`src/rtl/core/ltt_pkg.sv`:
```
package ltt_pkg;

    // Width of the internal line counter; it saturates at all ones.
    localparam int LINE_BITS  = 24;
    // Width of the line number on the result port.
    localparam int LINE_OUT_W = 24;

    // Result queue between the lexer and the result port.
    localparam int QDEPTH = 4;
    localparam int QPTR_W = $clog2(QDEPTH);
    localparam int QCNT_W = $clog2(QDEPTH + 1);

    typedef logic [LINE_BITS-1:0]  t_line;
    typedef logic [LINE_OUT_W-1:0] t_line_out;

    typedef enum logic [3:0] {
        M_IDLE    = 4'd0,
        M_COMMENT = 4'd1,
        M_NAME    = 4'd2,
        M_INT     = 4'd3,
        M_DOT     = 4'd4,
        M_FRAC    = 4'd5,
        M_EXPE    = 4'd6,
        M_EXPS    = 4'd7,
        M_EXPD    = 4'd8,
        M_REL     = 4'd9,
        M_DONE    = 4'd10
    } t_mode;

    // Token kinds.
    localparam logic [3:0] K_NUMBER = 4'd0;
    localparam logic [3:0] K_NAME   = 4'd1;
    localparam logic [3:0] K_PLUS   = 4'd2;
    localparam logic [3:0] K_MINUS  = 4'd3;
    localparam logic [3:0] K_STAR   = 4'd4;
    localparam logic [3:0] K_CARET  = 4'd5;
    localparam logic [3:0] K_SLASH  = 4'd6;
    localparam logic [3:0] K_LE     = 4'd7;
    localparam logic [3:0] K_GE     = 4'd8;
    localparam logic [3:0] K_EQ     = 4'd9;
    localparam logic [3:0] K_LBR    = 4'd10;
    localparam logic [3:0] K_RBR    = 4'd11;
    localparam logic [3:0] K_COLON  = 4'd12;
    localparam logic [3:0] K_END    = 4'd13;

    // Error codes.
    localparam logic [1:0] E_NONE  = 2'd0;
    localparam logic [1:0] E_UNEXP = 2'd1;
    localparam logic [1:0] E_EXPO  = 2'd2;

    // Characters with a meaning of their own.
    localparam logic [7:0] CH_NUL   = 8'h00;
    localparam logic [7:0] CH_TAB   = 8'h09;
    localparam logic [7:0] CH_NL    = 8'h0A;
    localparam logic [7:0] CH_CR    = 8'h0D;
    localparam logic [7:0] CH_SPACE = 8'h20;
    localparam logic [7:0] CH_BSL   = 8'h5C;
    localparam logic [7:0] CH_PLUS  = 8'h2B;
    localparam logic [7:0] CH_MINUS = 8'h2D;
    localparam logic [7:0] CH_STAR  = 8'h2A;
    localparam logic [7:0] CH_CARET = 8'h5E;
    localparam logic [7:0] CH_SLASH = 8'h2F;
    localparam logic [7:0] CH_EQ    = 8'h3D;
    localparam logic [7:0] CH_LBR   = 8'h5B;
    localparam logic [7:0] CH_RBR   = 8'h5D;
    localparam logic [7:0] CH_COLON = 8'h3A;
    localparam logic [7:0] CH_LT    = 8'h3C;
    localparam logic [7:0] CH_GT    = 8'h3E;
    localparam logic [7:0] CH_DOT   = 8'h2E;
    localparam logic [7:0] CH_UNDER = 8'h5F;
    localparam logic [7:0] CH_LOW_E = 8'h65;
    localparam logic [7:0] CH_UP_E  = 8'h45;

    typedef struct packed {
        logic [3:0] kind;
        logic [7:0] ch;
        logic       first;
        logic       last;
        t_line_out  line;
        logic       fol;
        logic [1:0] err;
    } t_result;

    // Up to two results that the lexer hands to the queue in one cycle.
    typedef struct packed {
        logic [1:0] n;
        t_result    r0;
        t_result    r1;
    } t_qwr;

    function automatic logic f_is_digit(input logic [7:0] c);
        return (c >= 8'h30) && (c <= 8'h39);
    endfunction

    function automatic logic f_is_name_begin(input logic [7:0] c);
        return ((c >= 8'h61) && (c <= 8'h7A)) || ((c >= 8'h41) && (c <= 8'h5A))
            || (c == CH_UNDER);
    endfunction

    function automatic logic f_is_name_cont(input logic [7:0] c);
        return f_is_name_begin(c) || f_is_digit(c) || (c == CH_DOT);
    endfunction

endpackage

```
`src/rtl/core/lp_text_tokenizer.sv`:
```
// A result is queued as the byte that completes it is accepted and reaches the ports at
// the queue head; a token byte is held until the next byte shows whether it ends the
// token. Throughput: one byte and, while pop is high, one result per cycle; a byte that
// gives two results is absorbed by the four-entry queue, which stops input when two free
// entries are not left. Reset is synchronous and active low: it empties the queue, sets
// the line count to one and returns the lexer to the idle state between tokens.
module lp_text_tokenizer
    import ltt_pkg::*;
(
    input  logic        i_clk,
    input  logic        i_rst_n,
    // Text side.
    input  logic        push,
    output logic        full,
    input  logic [7:0]  i_ch,
    input  logic        i_end_of_text,
    // Result side.
    output logic        empty,
    input  logic        pop,
    output logic [3:0]  o_token_kind,
    output logic [7:0]  o_tok_char,
    output logic        o_token_first,
    output logic        o_token_last,
    output logic [23:0] o_line_number,
    output logic        o_first_on_line,
    output logic [1:0]  o_error_code
);

    // The front end decides each byte as it is accepted and hands zero, one
    // or two results to the queue in the same cycle. The queue head drives
    // the result ports directly, so the two sides stall independently.
    t_qwr    w_wr;
    t_result w_head;
    logic    w_take;

    // An item is taken whenever the queue can absorb the worst case of two results.
    assign w_take = push && !full;

    ltt_front u_front (
        .i_clk   (i_clk),
        .i_rst_n (i_rst_n),
        .i_take  (w_take),
        .i_ch    (i_ch),
        .i_eot   (i_end_of_text),
        .o_wr    (w_wr)
    );

    ltt_queue u_queue (
        .i_clk   (i_clk),
        .i_rst_n (i_rst_n),
        .i_wr    (w_wr),
        .i_pop   (pop),
        .o_head  (w_head),
        .o_empty (empty),
        .o_full  (full)
    );

    // The head entry is unpacked onto the result ports.
    assign o_token_kind    = w_head.kind;
    assign o_tok_char      = w_head.ch;
    assign o_token_first   = w_head.first;
    assign o_token_last    = w_head.last;
    assign o_line_number   = w_head.line;
    assign o_first_on_line = w_head.fol;
    assign o_error_code    = w_head.err;

endmodule

```
`src/rtl/core/ltt_front.sv`:
```
module ltt_front
    import ltt_pkg::*;
(
    input  logic       i_clk,
    input  logic       i_rst_n,
    input  logic       i_take,
    input  logic [7:0] i_ch,
    input  logic       i_eot,
    output t_qwr       o_wr
);

    t_mode      r_mode,   n_mode;
    logic [7:0] r_hb,     n_hb;
    logic       r_hv,     n_hv;
    logic [3:0] r_hk,     n_hk;
    logic       r_hf,     n_hf;
    t_line      r_line,   n_line;
    logic       r_lsf,    n_lsf;
    logic       r_failed, n_failed;

    t_result    v_res [2];
    logic [1:0] v_n;
    logic       v_idle;
    logic       v_is_e;

    function automatic t_result f_res(input logic [3:0] kind, input logic [7:0] c,
                                      input logic first, input logic last,
                                      input logic fol, input logic [1:0] err,
                                      input t_line line);
        t_result r;
        r.kind  = kind;
        r.ch    = c;
        r.first = first;
        r.last  = last;
        r.line  = t_line_out'(line);
        r.fol   = fol;
        r.err   = err;
        return r;
    endfunction

    // One byte is decided per cycle. Results are collected in order; a result
    // that closes a token clears the first-on-line flag for the ones after it.
    always_comb begin
        n_mode   = r_mode;
        n_hb     = r_hb;
        n_hv     = r_hv;
        n_hk     = r_hk;
        n_hf     = r_hf;
        n_line   = r_line;
        n_lsf    = r_lsf;
        n_failed = r_failed;
        v_res[0] = '0;
        v_res[1] = '0;
        v_n      = 2'd0;
        v_idle   = 1'b0;
        v_is_e   = (i_ch == CH_LOW_E) || (i_ch == CH_UP_E);

        if (i_take && !r_failed && (r_mode != M_DONE)) begin
            if (i_eot) begin
                case (r_mode)
                    M_EXPE, M_EXPS: begin
                        v_res[v_n[0]] = f_res(K_NUMBER, CH_NUL, 1'b0, 1'b0, n_lsf, E_EXPO,
                                              r_line);
                        v_n      = v_n + 2'd1;
                        n_hv     = 1'b0;
                        n_failed = 1'b1;
                        n_mode   = M_IDLE;
                    end
                    M_DOT: begin
                        v_res[v_n[0]] = f_res(K_NUMBER, CH_DOT, 1'b0, 1'b0, n_lsf, E_UNEXP,
                                              r_line);
                        v_n      = v_n + 2'd1;
                        n_hv     = 1'b0;
                        n_failed = 1'b1;
                        n_mode   = M_IDLE;
                    end
                    default: begin
                        if (r_hv) begin
                            v_res[v_n[0]] = f_res(r_hk, r_hb, r_hf, 1'b1, n_lsf, E_NONE,
                                                  r_line);
                            v_n   = v_n + 2'd1;
                            n_lsf = 1'b0;
                        end
                        n_hv   = 1'b0;
                        n_mode = M_IDLE;
                    end
                endcase
                if (!n_failed) begin
                    v_res[v_n[0]] = f_res(K_END, CH_NUL, 1'b1, 1'b1, 1'b1, E_NONE, r_line);
                    v_n    = v_n + 2'd1;
                    n_hv   = 1'b0;
                    n_mode = M_DONE;
                end
            end else begin
                case (r_mode)
                    M_COMMENT: begin
                        if (i_ch == CH_NL) begin
                            if (r_line != {LINE_BITS{1'b1}}) begin
                                n_line = r_line + LINE_BITS'(1);
                            end
                            n_lsf  = 1'b1;
                            n_mode = M_IDLE;
                        end
                    end
                    M_NAME, M_INT, M_FRAC, M_EXPD, M_EXPE, M_EXPS, M_DOT: begin
                        // Extension of the current token: the held byte goes out
                        // marked as not last, and the new byte is held instead.
                        logic  ext;
                        t_mode ext_mode;
                        logic  bad;
                        ext      = 1'b0;
                        ext_mode = r_mode;
                        bad      = 1'b0;
                        case (r_mode)
                            M_NAME: begin
                                ext = f_is_name_cont(i_ch);
                            end
                            M_INT: begin
                                if (f_is_digit(i_ch)) begin
                                    ext = 1'b1;
                                end else if (i_ch == CH_DOT) begin
                                    ext = 1'b1; ext_mode = M_FRAC;
                                end else if (v_is_e) begin
                                    ext = 1'b1; ext_mode = M_EXPE;
                                end
                            end
                            M_FRAC: begin
                                if (f_is_digit(i_ch)) begin
                                    ext = 1'b1;
                                end else if (v_is_e) begin
                                    ext = 1'b1; ext_mode = M_EXPE;
                                end
                            end
                            M_EXPE: begin
                                if ((i_ch == CH_PLUS) || (i_ch == CH_MINUS)) begin
                                    ext = 1'b1; ext_mode = M_EXPS;
                                end else if (f_is_digit(i_ch)) begin
                                    ext = 1'b1; ext_mode = M_EXPD;
                                end else begin
                                    bad = 1'b1;
                                end
                            end
                            M_EXPS: begin
                                if (f_is_digit(i_ch)) begin
                                    ext = 1'b1; ext_mode = M_EXPD;
                                end else begin
                                    bad = 1'b1;
                                end
                            end
                            M_EXPD: begin
                                ext = f_is_digit(i_ch);
                            end
                            default: begin
                                // Leading dot: only a digit may follow.
                                if (f_is_digit(i_ch)) begin
                                    ext = 1'b1; ext_mode = M_FRAC;
                                end else begin
                                    bad = 1'b1;
                                end
                            end
                        endcase
                        if (ext) begin
                            if (r_hv) begin
                                v_res[v_n[0]] = f_res(r_hk, r_hb, r_hf, 1'b0, n_lsf, E_NONE,
                                                      r_line);
                                v_n = v_n + 2'd1;
                            end
                            n_hb   = i_ch;
                            n_hf   = 1'b0;
                            n_hv   = 1'b1;
                            n_mode = ext_mode;
                        end else if (bad) begin
                            v_res[v_n[0]] = f_res(K_NUMBER,
                                                  (r_mode == M_DOT) ? CH_DOT : i_ch,
                                                  1'b0, 1'b0, n_lsf,
                                                  (r_mode == M_DOT) ? E_UNEXP : E_EXPO,
                                                  r_line);
                            v_n      = v_n + 2'd1;
                            n_hv     = 1'b0;
                            n_failed = 1'b1;
                            n_mode   = M_IDLE;
                        end else begin
                            if (r_hv) begin
                                v_res[v_n[0]] = f_res(r_hk, r_hb, r_hf, 1'b1, n_lsf, E_NONE,
                                                      r_line);
                                v_n   = v_n + 2'd1;
                                n_lsf = 1'b0;
                            end
                            n_hv   = 1'b0;
                            n_mode = M_IDLE;
                            v_idle = 1'b1;
                        end
                    end
                    M_REL: begin
                        if (i_ch == CH_EQ) begin
                            v_res[0] = f_res(r_hk, r_hb, r_hf, 1'b0, r_lsf, E_NONE, r_line);
                            v_res[1] = f_res(r_hk, i_ch, 1'b0, 1'b1, r_lsf, E_NONE, r_line);
                            v_n      = 2'd2;
                            n_lsf    = 1'b0;
                            n_hv     = 1'b0;
                            n_mode   = M_IDLE;
                        end else begin
                            if (r_hv) begin
                                v_res[v_n[0]] = f_res(r_hk, r_hb, r_hf, 1'b1, n_lsf, E_NONE,
                                                      r_line);
                                v_n   = v_n + 2'd1;
                                n_lsf = 1'b0;
                            end
                            n_hv   = 1'b0;
                            n_mode = M_IDLE;
                            v_idle = 1'b1;
                        end
                    end
                    default: begin
                        n_hv   = 1'b0;
                        n_mode = M_IDLE;
                        v_idle = 1'b1;
                    end
                endcase

                // The byte starts afresh between tokens.
                if (v_idle) begin
                    case (i_ch)
                        CH_NL: begin
                            if (r_line != {LINE_BITS{1'b1}}) begin
                                n_line = r_line + LINE_BITS'(1);
                            end
                            n_lsf = 1'b1;
                        end
                        CH_CR, CH_SPACE, CH_TAB: begin
                        end
                        CH_BSL: begin
                            n_mode = M_COMMENT;
                        end
                        CH_PLUS, CH_MINUS, CH_STAR, CH_CARET, CH_SLASH, CH_EQ,
                        CH_LBR, CH_RBR, CH_COLON: begin
                            logic [3:0] k;
                            case (i_ch)
                                CH_PLUS:  k = K_PLUS;
                                CH_MINUS: k = K_MINUS;
                                CH_STAR:  k = K_STAR;
                                CH_CARET: k = K_CARET;
                                CH_SLASH: k = K_SLASH;
                                CH_EQ:    k = K_EQ;
                                CH_LBR:   k = K_LBR;
                                CH_RBR:   k = K_RBR;
                                default:  k = K_COLON;
                            endcase
                            v_res[v_n[0]] = f_res(k, i_ch, 1'b1, 1'b1, n_lsf, E_NONE, r_line);
                            v_n   = v_n + 2'd1;
                            n_lsf = 1'b0;
                        end
                        CH_LT: begin
                            n_hb = i_ch; n_hk = K_LE; n_hf = 1'b1; n_hv = 1'b1;
                            n_mode = M_REL;
                        end
                        CH_GT: begin
                            n_hb = i_ch; n_hk = K_GE; n_hf = 1'b1; n_hv = 1'b1;
                            n_mode = M_REL;
                        end
                        CH_DOT: begin
                            n_hb = i_ch; n_hk = K_NUMBER; n_hf = 1'b1; n_hv = 1'b1;
                            n_mode = M_DOT;
                        end
                        default: begin
                            if (f_is_digit(i_ch)) begin
                                n_hb = i_ch; n_hk = K_NUMBER; n_hf = 1'b1; n_hv = 1'b1;
                                n_mode = M_INT;
                            end else if (f_is_name_begin(i_ch)) begin
                                n_hb = i_ch; n_hk = K_NAME; n_hf = 1'b1; n_hv = 1'b1;
                                n_mode = M_NAME;
                            end else begin
                                v_res[v_n[0]] = f_res(K_NUMBER, i_ch, 1'b0, 1'b0, n_lsf,
                                                      E_UNEXP, r_line);
                                v_n      = v_n + 2'd1;
                                n_hv     = 1'b0;
                                n_failed = 1'b1;
                                n_mode   = M_IDLE;
                            end
                        end
                    endcase
                end
            end
        end
    end

    always_comb begin
        o_wr.n  = v_n;
        o_wr.r0 = v_res[0];
        o_wr.r1 = v_res[1];
    end

    always_ff @(posedge i_clk) begin
        if (!i_rst_n) begin
            r_mode   <= M_IDLE;
            r_hb     <= '0;
            r_hv     <= 1'b0;
            r_hk     <= '0;
            r_hf     <= 1'b0;
            r_line   <= LINE_BITS'(1);
            r_lsf    <= 1'b1;
            r_failed <= 1'b0;
        end else begin
            r_mode   <= n_mode;
            r_hb     <= n_hb;
            r_hv     <= n_hv;
            r_hk     <= n_hk;
            r_hf     <= n_hf;
            r_line   <= n_line;
            r_lsf    <= n_lsf;
            r_failed <= n_failed;
        end
    end

endmodule

```
`src/rtl/core/ltt_queue.sv`:
```
module ltt_queue
    import ltt_pkg::*;
(
    input  logic    i_clk,
    input  logic    i_rst_n,
    input  t_qwr    i_wr,
    input  logic    i_pop,
    output t_result o_head,
    output logic    o_empty,
    output logic    o_full
);

    t_result           r_mem [QDEPTH];
    logic [QPTR_W-1:0] r_wr, n_wr;
    logic [QPTR_W-1:0] r_rd, n_rd;
    logic [QCNT_W-1:0] r_count, n_count;
    logic              v_pop;

    assign o_empty = (r_count == '0);
    // Full as soon as two more results might not fit.
    assign o_full  = (r_count > QCNT_W'(QDEPTH - 2));
    assign o_head  = r_mem[r_rd];
    assign v_pop   = i_pop && !o_empty;

    always_comb begin
        n_wr    = r_wr + QPTR_W'(i_wr.n);
        n_rd    = r_rd + QPTR_W'(v_pop);
        n_count = r_count + QCNT_W'(i_wr.n) - QCNT_W'(v_pop);
    end

    always_ff @(posedge i_clk) begin
        if (i_wr.n != 2'd0) begin
            r_mem[r_wr] <= i_wr.r0;
        end
        if (i_wr.n == 2'd2) begin
            r_mem[r_wr + QPTR_W'(1)] <= i_wr.r1;
        end
    end

    always_ff @(posedge i_clk) begin
        if (!i_rst_n) begin
            r_wr    <= '0;
            r_rd    <= '0;
            r_count <= '0;
        end else begin
            r_wr    <= n_wr;
            r_rd    <= n_rd;
            r_count <= n_count;
        end
    end

endmodule

```
`config.mk`:
```
export PLATFORM = sky130hd
export DESIGN_NAME = lp_text_tokenizer
export DESIGN_NICKNAME = d
export VERILOG_FILES = /design/src/rtl/core/ltt_pkg.sv /design/src/rtl/core/lp_text_tokenizer.sv /design/src/rtl/core/ltt_front.sv /design/src/rtl/core/ltt_queue.sv
export SDC_FILE = /design/constraint.sdc
export NUM_CORES = 1
export LEC_CHECK = 0
export BUFFER_PORTS_ARGS = -buffer_cell sky130_fd_sc_hd__buf_4
export CAP_MARGIN = 10
export CORE_ASPECT_RATIO = 1.1
export CORE_MARGIN = 4
export CORE_UTILIZATION = 40
export DETAILED_ROUTE_END_ITERATION = 16
export PLACE_DENSITY = 0.58
export SYNTH_ARGS = -nofsm -noshare
export SYNTH_HDL_FRONTEND = slang
export SYNTH_HIERARCHICAL = 1
export SYNTH_SLANG_ARGS = --single-unit
```
`constraint.sdc`:
```
create_clock -name i_clk -period 9.5 [get_ports i_clk]
set_clock_uncertainty 0.15 [all_clocks]
set_input_delay 0.95 -clock i_clk [delete_from_list [all_inputs] [get_ports i_clk]]
set_output_delay 0.95 -clock i_clk [all_outputs]
set_load 0.005 [all_outputs]
```
; After elaboration in Yosys (flattened, before gate mapping)
; Memory sizes are Yosys's and may differ from the RTL's. A register that Yosys moved wholly into a read port is not among the register bits.
; Cells that the tools add are included.
; W data, S select, Z words.
[word_totals]
reg_bits = 51
mem_bits_rw = 164
output_inout_bits = 43
memories = 1
[mem_list]
columns = memory, words, word_bits, rd, rd_ports_with_merged_regs, wr, line_no
row1 = u_queue.r_mem, 4, 41, 1, 1, 2, ltt_queue.sv:13  ; t_result r_mem [QDEPTH];
[classes]
add_sub_neg = 8
magnitude_cmp = 11
n_eq_ne = 33
muxes = 148
bitwise_logic = 4
reduce_logical = 36
[op_table]
columns = op, count
row1 = $mux W41, 15
row2 = $mux W82, 6
row3 = $bwmux W82, 3
row4 = $pmux W41 S2, 2
row5 = $pmux W82 S2, 1
row6 = $mux W24, 6
row7 = $demux W41 S1, 2
row8 = $eq A8 B6 Y1 const B, 10
row9 = $mux W4, 19
row10 = $eq A8 B7 Y1 const B, 7
row11 = $mux W1, 55
row12 = $mux W8, 6
row13 = $mux W2, 17
row14 = $pmux W4 S4, 2
row15 = $pmux W4 S8, 1
row16 = $add A24 B1 Y24 const B, 1
row17 = $eq A8 B4 Y1 const B, 3
row18 = $ne A24 B24 Y1 const B, 1
row19 = $pmux W4 S5, 1
row20 = $reduce_or A17 Y1, 1
row21 = $eq A4 B3 Y1 const B, 4
row22 = $ge A8 B7 Y1 const B, 2
row23 = $le A8 B7 Y1 const B, 2
row24 = $pmux W8 S2, 1
row25 = 39 further kinds, 72

; Depth between registers and ports, before layout
; Gate-level depths: netlist of the first run.
[depth]
ltp_word = 26
ltp_mapped = 17
ltp_nobuf = 14

; Modules after synthesis
; The synthesis of the first run kept the hierarchy.
[modules_own_cells]
columns = module, n_inst, cells_per_inst, area_per_inst_um2, seq_area_each_um2
row1 = ltt_queue, 1, 443, 8390.5, 5064.9
row2 = ltt_front, 1, 638, 4326.6, 860.8
row3 = lp_text_tokenizer, 1, 1, 13.8, 0.0

; Worst setup path before layout of the first run
; Ideal clock, no wire load.
[synth_path]
path_kind = input to register
from = in i_ch[7]
to = mem u_queue/r_mem[0][0] in the netlist's numbering, enable pin
setup_time_ns = 0.496
arrival_ns = 6.330
required_ns = 8.854
slack_ns = 2.524
path_stages = 10
n_path_buf = 0
path_cell_list = or3b_4 > or4b_4 > o211a_4 > o211ai_2 > nand2_1 > nor2_4 > o21ai_0 > a21oi_1 > o21bai_1 > o21ai_0
[synth_lines]
columns = element, line_no
row1 = start: declaration, lp_text_tokenizer.sv:15  ; input logic [7:0] i_ch,
row2 = end: declaration, ltt_queue.sv:13

==> metrics.md, run 1 <==
| Metric | Value |
|---|---|
| Maximum VDD drop | `0.119 mV` |
| Total global-route track usage | `0.191` |
| Clock Latency Late Sink | `0.51 ns` |
| Syn nets | `1101` |
| Total power draw | `3.03 mW` |
| Final hold vios | `0` |
| Row cnt | `68` |
| Worst EP arrival | `5.52 ns` |
| Final std cells w/o fill | `1534` |
| CTS tree | `built` |
| CP required | `9.52 ns` |
| Setup crit end kind | `flip-flop` |
| DRT Pass-1 Iters | `5` |
| Hold Path Class | `reg2reg` |
| Longest Clk Path Bufs | `3` |
| # resized after CTS | `0` |
| Mean Syn Cell Area | `11.8 um2` |
| Largest net degree at the start of global routing | `45` |
| Initial antenna violation count | `0` |
| Number of flops mapped to enable cells by yosys | `164` |
| NumNets Final | `1115` |
| DIE HEIGHT | `195 um` |
| Inserted Clock Buffers | `24` |
| F_max | `182 MHz` |
| Area growth syn-to-layout | `10.6%` |
| RSZ-0062 raised after global routing | `no` |
| Residual DRC count | `0` |
| Clock-pin slew on the worst setup and hold paths | `0.06 ns` |
| Synth unique cells | `88` |
| Most frequent cells in the layout | `164 x edfxtp_1, 122 x mux2_2, 76 x nand2_1, 70 x buf_4, 62 x nor2_1` |
| IO Pins | `56` |
| Hold slack final | `0.325 ns` |
| Fillers | `2911` |
| Number of synthesized register bits | `214` |
| Worst slew pin tran | `1.01 ns` |
| P_leak | `4.94 nW` |
| Startpoint types | `input pin` |
| Max-cap viol count | `0` |
| N_diodes | `0` |
| # hold bufs at CTS | `0` |
| Remaining global-route overflow | `0` |
| Setup_tns | `0 ns` |
| Die width | `178 um` |
| Post-synth ARST share | `0` |
| Critical Path Fanout Max | `21` |
| H-tree levels | `1` |
| Initial Utilization | `0.406` |
| Total clock sinks | `214` |
| Final setup vio count | `0` |
| Share of cells above drive strength 1 | `0.272` |
| Tmin final | `5.50 ns` |
| Relative slew slack | `0.328` |
| Slew Viols, Final | `0` |
| Vias per Instance | `5.90` |
| Die area | `34700 um2` |
| PwrDens | `216 nW/um2` |
| Sequential cell area fraction in the yosys report | `0.465` |
| Placed insts | `1490` |
| Routability Congestion | `0.911` |
| Critical path class | `in2reg` |
| Core ar. | `31400 um2` |
| Main flop type after synthesis | `edfxtp_1` |
| PortBufs | `55` |
| Total number of vias | `9043` |
| DRT iter0 DRCs | `808` |
| CTS root buffer | `clkbuf_16` |
| Vias in the first global route | `8827` |
| Yosys Warn Count | `6` |
| Setup repair bufs after CTS | `0` |
| Synthesized area | `12700 um2` |
| WL per Instance | `22.0 um` |
| Period utilization | `0.579` |
| Commonest non-fill, non-tap cell in the layout | `edfxtp_1` |
| HPWL Detailed | `21.6 mm` |
| Outcome | `finished, final reports clean` |
| Mapped Cells | `1082` |
| Final antenna-violating net count | `0` |
| First-pass GRT wire length | `52.5 mm` |
| DRT Wirelength | `33.8 mm` |
| Util after Layout | `0.448` |
## registers in the layout (all words and copies together) (netlist names), 2 cells and up
signal	cells
u_queue/r_mem	164
u_front/r_line	24
u_front/r_hb	8
u_front/r_mode	4
u_front/r_hk	3
u_queue/r_count	3
u_queue/r_rd	2
u_queue/r_wr	2
## path summary, 6_finish.rpt
kind | from | endpoint | slack [ns] | cells after the start
hold reg to reg | u_front/r_hb[7] | u_front/r_hb[7] | 0.32 | 2
setup reg to reg | u_front/r_mode[2] | u_queue/r_mem[3][22] | 4.17 | 11
hold / removal | u_front/r_hb[7] | u_front/r_hb[7] | 0.32 | 2
setup / recovery | i_ch[7] | u_queue/r_mem[3][22] | 4.00 | 12
## report_power, final
group	leakage (nW)	switching [mW]	internal, mW
clock	0.340	0.359	0.484
combinational	2.67	0.508	0.420
sequential	1.93	0.0920	1.17
## worst max-delay path: stages
cell      delay, ns
buf_4          0.16
or3b_4         0.43
or4b_4         0.53
o211a_4        0.29
o211ai_2       0.51
nand2_1        0.20
nor2_4         0.24
o21ai_0        0.11
a21oi_1        0.63
mux2i_1        0.32
nor2_4         0.64
buf_4          0.46
## cell type report
cell class / count / area (um2) / share of cell area
Timing Repair Buffer: 70 / 526 / 0.0373
Clock buffer: 35 / 663 / 0.0471
Sequential cell: 214 / 5930 / 0.421
Multi-Input combinational cell: 770 / 6330 / 0.450
Clock inverter: 9 / 45.0 / 0.00320
Tap cell: 420 / 526 / 0.0373
Inverter: 16 / 60.1 / 0.00427
## stage by stage
| step | setup slack, ns | cell area (um2) |
|---|---|---|
| finish | 4.00 | 14100 |
| global route | 3.77 | 14100 |
| CTS | 4.08 | 14100 |
| detailed placement | 3.57 | 13400 |
| global placement | 3.58 | 13400 |
| floorplan | 2.52 | 12700 |
## cells by family (layout without fill, tap and decap cells)
| group | count (synthesis) | after routing | synth area share |
|---|---|---|---|
| other cells | 1 | 1 | 0.000295 |
| xor+xnor | 22 | 22 | 0.0173 |
| mux | 216 | 216 | 0.226 |
| flops | 214 | 214 | 0.465 |
| compound gates | 180 | 180 | 0.0953 |
| buf+inv | 98 | 130 | 0.0408 |
| fa+ha+maj | 6 | 6 | 0.00649 |
| simple gates | 345 | 345 | 0.148 |
## metal layers
metal	wire, um	global-route usage	up-vias	part of all wire
met2	16100	0.312	310	0.48
met5	0	0	-	0
met1	14900	0.267	4489	0.44
met4	1200	0.0630	0	0.035
li1	-	-	4178	-
met3	1650	0.0209	66	0.049
## Yosys cell counts, drive strengths merged, types with 6 or more instances
cell type	n	area share
xor2	14	0.0096
nand3	30	0.013
or3	7	0.0034
o21a	6	0.0036
mux4	41	0.073
buf	46	0.025
inv	16	0.0047
o31ai	8	0.0058
mux2i	9	0.0071
o21ai	39	0.016
a22oi	7	0.0041
xnor2	6	0.0041
nand4	10	0.0049
nor2b	10	0.0055
nor4b	8	0.0072
edfxtp	164	0.39
o211ai	7	0.0045
nand2	77	0.023
nor4	9	0.0054
and2	56	0.028
dfxtp	50	0.079
a21oi	53	0.021
o22ai	11	0.0054
nor2	68	0.021
nor3	26	0.010
and3	16	0.0079
a221oi	10	0.0069
mux2	166	0.15
clkbuf	36	0.011
Note: power is estimated with default switching activity, not from simulation.
==> inputs of run 2 (changes only) <==
Clock period 9.5 ns to 5.3 ns, I/O delays scaled along.
==> run 2 against run 1 <==
Against the previous run: worst hold slack got worse by 0.095 ns; sequential power rose by 79%; die area did not move; cell count rose by 0.85%.
==> metrics.md, run 2 (synthesized netlist as in run 1, its figures left out) <==
| Metric | Value |
|---|---|
| Outcome | `finished, final reports clean` |
| DRT iter0 DRCs | `617` |
| Total power draw | `5.55 mW` |
| Period utilization | `0.851` |
| PwrDens | `389 nW/um2` |
| Clock share of power | `0.288` |
| Cell Area, Placed | `13500 um2` |
| Residual DRC count | `0` |
| Max-cap viol count | `0` |
| Largest register FFs | `164` |
| Die width | `178 um` |
| Total number of vias | `8980` |
| # resized after CTS | `0` |
| Startpoint types | `flip-flop` |
| Critical Path Fanout Max | `33` |
| Commonest non-fill, non-tap cell in the layout | `edfxtp_1` |
| Tmin final | `4.51 ns` |
| Row cnt | `68` |
| Hold Path Class | `in2reg` |
| # hold bufs at CTS | `0` |
| Sw Ratio | `0.314` |
| NumNets Final | `1128` |
| Share of cells above drive strength 1 | `0.286` |
| Most frequent cells in the layout | `164 x edfxtp_1, 122 x mux2_2, 80 x buf_4, 76 x nand2_1, 62 x nor2_1` |
| Core ar. | `31400 um2` |
| Final hold vios | `0` |
| Clock-pin slew on the worst setup and hold paths | `0.06 ns` |
| Largest Register | `u_queue/r_mem` |
| Final setup vio count | `0` |
| IO Pins | `56` |
| F_max | `222 MHz` |
| Routability Congestion | `0.963` |
| Total clock sinks | `214` |
| Clock Latency Late Sink | `0.52 ns` |
| DRT Pass-1 Iters | `5` |
| Internal | `3.81 mW` |
| Setup repair bufs after CTS | `0` |
| Setup WS post-layout | `0.789 ns` |
| RSZ-0062 raised after global routing | `no` |
| Critical path class | `reg2reg` |
| Initial Utilization | `0.406` |
| Final antenna-violating net count | `0` |
| DRT Wirelength | `33.3 mm` |
| Total global-route track usage | `0.190` |
| P_leak | `5.05 nW` |
| First-pass GRT wire length | `52.7 mm` |
| Maximum VDD drop | `0.195 mV` |
| Sequential power share | `0.407` |
| Worst EP arrival | `4.52 ns` |
| Slew Viols, Final | `0` |
| Top flop regs | `u_queue/r_mem: 164 flops, u_front/r_line: 24 flops, u_front/r_hb: 8 flops` |
| Remaining global-route overflow | `0` |
| Initial antenna violation count | `0` |
| Inserted Clock Buffers | `24` |
| DIE HEIGHT | `195 um` |
| Util after Layout | `0.454` |
| Worst slack, placed | `0.498 ns` |
| PortBufs | `55` |
| Vias per Instance | `5.80` |
| Gate power share | `0.305` |
| Cells along the critical path | `nor2_1, and3_1, a221oi_1, nand3_2, o21a_2, nor2_4, o21ai_0, a21oi_1, buf_4, mux2i_1, nor2_4, buf_4` |
| Largest net degree at the start of global routing | `45` |
| Relative slew slack | `0.258` |
| CTS root buffer | `clkbuf_16` |
| CP required | `5.31 ns` |
| Standard cell with the maximum stage delay on the critical path | `dfxtp_1` |
| Setup crit end kind | `flip-flop` |
| CTS tree | `built` |
| HPWL Detailed | `21.3 mm` |
| Crit-path max cell delay | `0.71 ns` |
| Longest Clk Path Bufs | `3` |
| H-tree levels | `1` |
| Area growth syn-to-layout | `12.0%` |
| N_diodes | `0` |
| Setup_tns | `0 ns` |
| Non-Filler Cell Area, Final | `14300 um2` |
| Die area | `34700 um2` |
| WL per Instance | `21.5 um` |
| Vias in the first global route | `8913` |
| Worst slew pin tran | `1.11 ns` |
| Switching power | `1.74 mW` |
[run 2: cell types whose count changed in the layout (fill, tap and decap cells not counted)]
cell,change
clkinv_1,-3
clkbuf_8,+3
clkinv_2,+3
buf_12,+3
bufinv_16,+1
buf_4,+10
clkbuf_1,-3
clkinvlp_4,-1
clkinv_8,+1
clkbuf_16,-1
[run 2: critical path, delay by kind of cell (launching register included)]
family / cells / cell delay (ns)
and+or+nand+nor: 5 / 1.29
buffers and inverters: 2 / 0.72
AOI/OAI and AO/OA: 4 / 1.06
muxes: 1 / 0.17
DFF: 1 / 0.71
[run 2: path summary, 6_finish.rpt]
check                          from              endpoint  slack [ns]  depth (start not counted)
setup / recovery  u_front/r_mode[3]  u_queue/r_mem[1][16]        0.79                         12
hold / removal              i_ch[6]       u_front/r_hb[6]        0.23                          3
setup reg to reg  u_front/r_mode[3]  u_queue/r_mem[1][16]        0.79                         12
hold reg to reg     u_front/r_hb[7]       u_front/r_hb[7]        0.31                          2
[run 2: stage by stage]
stage                     hold WS [ns]  cells
after global routing             0.246   1547
after detailed placement         0.308   1503
after CTS                        0.211   1547
after global placement           0.308   1503
final                            0.230   1547
after floorplan                  0.273   1082
[run 2: final cells by class]
class / instances / area, um2
clock buffers: 34 / 668
repair buffers: 83 / 661
clock inverters: 10 / 87.6
well taps: 420 / 526
inverters: 16 / 60.1
multi-input cells: 770 / 6330
fillers: 2938 / 17100
flip-flops and latches: 214 / 5930
[run 2: power groups by stage]
stage,Sequential (mW),Clock (mW),Combinational [mW]
floorplan,2.18,0,1.14
global placement,2.30,0,1.69
global route,2.30,1.71,1.83
detailed placement,2.30,0,1.70
CTS,2.27,1.64,1.70
finish,2.26,1.60,1.69
[run 2: layer usage]
metal,track usage,part of all wire,up-vias
li1,-,-,4190
met1,0.266,0.44,4475
met2,0.319,0.49,264
met3,0.0213,0.045,51
met4,0.0456,0.022,0
met5,0,0,-
